==> src/rtl/gse_ram.sv <==
// Generic single-port-write, single-read RAM with registered read data.
// No dependencies.
`timescale 1ns / 1ps
module gse_ram #(
   parameter int WIDTH = 16,
   parameter int DEPTH = 16
) (
   input  logic                     clock,
   input  logic                     wr_en,
   input  logic [$clog2(DEPTH)-1:0] wr_addr,
   input  logic [WIDTH-1:0]         wr_data,
   input  logic [$clog2(DEPTH)-1:0] rd_addr,
   output logic [WIDTH-1:0]         rd_data
);
   logic [WIDTH-1:0] mem_ff [DEPTH];

   // write port and registered read
   always_ff @(posedge clock) begin
      if (wr_en) begin
         mem_ff[wr_addr] <= wr_data;
      end
      rd_data <= mem_ff[rd_addr];
   end
endmodule

==> config.mk <==
export PLATFORM = sky130hd
export DESIGN_NAME = gse_ram
export DESIGN_NICKNAME = d
export VERILOG_FILES = /design/src/rtl/gse_ram.sv
export SDC_FILE = /design/constraint.sdc
export NUM_CORES = 1
export LEC_CHECK = 0
export ABC_CLOCK_PERIOD_IN_PS = 2400
export BUFFER_PORTS_ARGS = -buffer_cell sky130_fd_sc_hd__buf_2
export CAP_MARGIN = 30
export CORE_ASPECT_RATIO = 1.1
export CORE_UTILIZATION = 50
export DETAILED_ROUTE_END_ITERATION = 12
export PLACE_DENSITY = 0.67
export SLEW_MARGIN = 0
export SYNTH_ARGS = -nofsm -noshare
export SYNTH_HDL_FRONTEND = slang
export SYNTH_SLANG_ARGS = --single-unit
==> constraint.sdc <==
create_clock -name clock -period 2.4 [get_ports clock]
set_clock_uncertainty 0.1 [all_clocks]
set_input_delay 0.48 -clock clock [delete_from_list [all_inputs] [get_ports clock]]
set_output_delay 0.48 -clock clock [all_outputs]
set_load 0.03 [all_outputs]
Word level (Yosys, flattened, before mapping)
Memory sizes are Yosys's and may differ from the RTL's. A register that Yosys moved wholly into a read port is not among the register bits.
Cells that the tools add are included.
{"block": "word_totals", "register_bits": 0, "mem_bits_rw": 256, "in_bits": 26, "wordCells": 3, "mem_count": 1}
{"block": "classes", "muxes": 2}
{"memory": "mem_ff", "words": 16, "width": 16, "read_ports": 1, "rd_ports_with_merged_regs": 1, "write_ports": 1, "line": "15", "rtl": "logic [WIDTH-1:0] mem_ff [DEPTH];"}
{"cell": "$mux 1", "count": 2}

Longest topological paths before layout
{"block": "depth", "depth_word": 2, "depth_mapped": 5}

Worst setup path after synthesis
Ideal clock, no wire load.
{"block": "synth_path", "kind": "input to register", "start": "in wr_addr[2]", "end": "mem mem_ff[0][0], enable pin", "setup_time_ns": 0.409, "t_arrival_ns": 2.126, "setup_slack_ns": -0.235, "path_stages": 2, "cell_sequence": "or3b_2 -> nor3_1"}
{"item": "start, declared", "line": "10", "rtl": "input logic [$clog2(DEPTH)-1:0] wr_addr,"}
{"item": "end, declared", "line": "15"}
Straight into the memory's write port.

Worst setup path after layout
{"block": "layout_path", "start": "reg rd_data[8], read port of mem_ff", "end": "out rd_data[8]"}
{"item": "start, declared", "line": "13", "rtl": "output logic [WIDTH-1:0] rd_data"}
No word-level cell between the ends.

==> results.md <==
* Layout cells sized above 1 at 0.3559
* Total core area at 0.01973 mm^2
* Critical path arrival at 1120 ps
* Crit path max-delay family: flip-flops
* Footprint of the multi-input gates at 0.001968 mm^2
* Setup TNS at 0 ps
* Cells after Synth at 432
* Post CTS Setup Buffer Count at 0
* Mapped Nets at 458
* I/O pin count at 42
* Main synth FF type: edfxtp_1
* # clock sinks at 272
* Netlist cell types at 19
* RR Endpoint: rd_data[5]
* Hpwl dp at 11060 um
* Die Ht at 150.6 um
* Overflow after GRT at 0
* Antenna cells at 0
* Buffers added on ports at 41
* FF-to-FF Start: mem_ff[2][5]
* Synthesis-to-finish area growth at 17.85%
* Number of flops mapped to enable cells by yosys at 256
* Slowest-stage cell, CP: dfxtp_1
* DR vias/cell at 5.986
* Mean Syn Cell Area at 23.25 um^2
* DRT Pass-1 Iters at 5
* Hold Buf Count CTS at 0
* Worst-path clk slew at 60 ps
* Via count at 4687
* Area leader, netlist: edfxtp_1
* Initial antenna violation count at 0
* Final WL at 20550 um
* Hold Crit Start: wr_data[9]
* Die Area at 0.02066 mm^2
* Clock Latency Late Sink at 530 ps
* Leak pwr at 3.919 nW
* Most common cell after layout, fill and taps aside: edfxtp_1
* Worst-path cell chain: buf_2
* Part of the Yosys area used for sequential elements at 0.7973
* Share of flip-flops with an asynchronous set or reset at 0
* Gpl congestion at 0.7453
* CP Launch Type: flip-flop
* # rows at 54
* Largest net degree at the start of global routing at 44
* Finished Core Util at 0.5999
* First-pass GRT wire length at 30020 um
* Tcrit/Tclk final at 0.7095
* RSZ-0062 raised after global routing: no
* Tmin final at 1703 ps
* Yosys warns at 0
* CTS tree: done
* Top cell type's share of synthesized area at 0.7654
* Worst Hold Endpoint: mem_ff[7][9]
* Worst-path fanout max at 1
* HP Class: input port to flip-flop
* Die X at 137.1 um
* Max Cap Viol at 0
* Max-slew violation count at 0
* Hold Path Depth at 1
* DRC at 0
* Htree depth at 1
* Final setup vio count at 0
* Bufs on Longest Clock Path at 3
* Crit path kind: flip-flop to output pin
* Buf+Inv Stages, Crit Path at 1
* Yosys reg bits at 272
* Overall routing resource usage at 0.2095
* FF-to-FF setup slack at 980 ps
* Worst Setup End Kind: output pin
* CP required at 1820 ps
* Crit path largest cell delay at 370 ps
* Top post-synthesis cells by area: edfxtp_1 (77%), mux4_2 (12%), dfxtp_1 (3.2%)
* Final hold violations at 0
* Most frequent cells in the layout: edfxtp_1 (256), mux4_2 (54), buf_2 (40)
* Status: finished, final reports clean
* Post-Syn Area at 0.01004 mm^2
* Post_cts resized at 0
* Antenna-violating nets left at 0
* Num CTS Buffers at 27
* FF-to-FF path depth at 3
* Worst VDD drop at 0.5091 mV
* Initial core utilization at 0.5091
* Pwr dens at 887.9 mW/mm^2
* Initial DRC count at 564
* Pwr Total at 10.51 mW
* Via count of the first global-routing pass at 4826
* Storage cell area at 0.008008 mm^2
* Fmax at 587.3 MHz
* Clock root cell: clkbuf_16
* Worst-margin pin slew at 887.2 ps
* Rel. slew slack at 0.4073
* Final-stage net count at 537
* WL per Instance at 26.25 um
* Fill count at 1379
-- cells by family after synthesis --
group / Yosys count / synth area share
flops: 272 / 0.7973
mux: 64 / 0.1473
simple gates: 43 / 0.01918
compound gates: 32 / 0.02392
buf+inv: 21 / 0.01233
-- final cells by class --
type                            count  area share
Sequential cell                   272      0.6765
Multi-Input combinational cell    139      0.1663
Clock buffer                       30     0.05972
Timing Repair Buffer               71     0.04672
Tap cell                          252     0.02664
Clock inverter                     19     0.02410
-- where the power goes --
part | internal [mW] | switching (mW)
Clock | 2.88 | 1.74
Combinational | 0.216 | 0.330
Sequential | 5.31 | 0.0312
Total | 8.40 | 2.10
-- state kept, by name (all words and copies together), names as in the netlist --
signal,flops
mem_ff,256
rd_data,16
-- worst max path at each step --
stage / start / end / slack [ps] / cells past startpoint
global placement: rd_addr[0] / rd_data[10] / 290 / 5
global route: rd_data[15] / rd_data[15] / 650 / 1
detailed placement: rd_addr[0] / rd_data[5] / 300 / 5
finish: rd_data[8] / rd_data[8] / 700 / 1
floorplan: wr_addr[2] / mem_ff[8][0] / 70 / 2
CTS: rd_data[15] / rd_data[15] / 670 / 1
-- worst register-to-register path: cells and delay by family, from the launching register on --
kind / cells / cell delay, ps
DFF: 1 / 370
muxes: 1 / 480
and+or+nand+nor: 1 / 90
AOI/OAI and AO/OA: 1 / 270
-- metrics by stage --
step           cell area [um^2]  hold WS (ps)  worst slack [ps]  cells
6_report                  11840         225.3             697.2    783
5_1_grt                   11840         218.9             654.9    783
4_1_cts                   11840         196.4             668.5    783
3_5_place_dp              10840         554.3             301.8    734
3_3_place_gp              10820         550.2             294.7    733
2_1_floorplan             10050         478.9             65.41    432
-- cell usage after synthesis (3+ instances only) --
cell / count
a22oi_1: 32
buf_1: 3
buf_2: 3
buf_4: 3
buf_6: 4
clkbuf_1: 8
dfxtp_1: 16
edfxtp_1: 256
mux4_1: 10
mux4_2: 54
nand2_1: 17
nor2_1: 13
nor3_1: 4
-- routing by layer --
metal | GRT usage | wire, um | vias to the layer above
met5 | 0 | 0 | -
met4 | 0.05989 | 410 | 0
met3 | 0.03434 | 1283 | 27
met2 | 0.3311 | 9950 | 154
met1 | 0.3043 | 8907 | 2511
li1 | - | - | 1995
No activity file was read; power rests on OpenSTA's default activity.
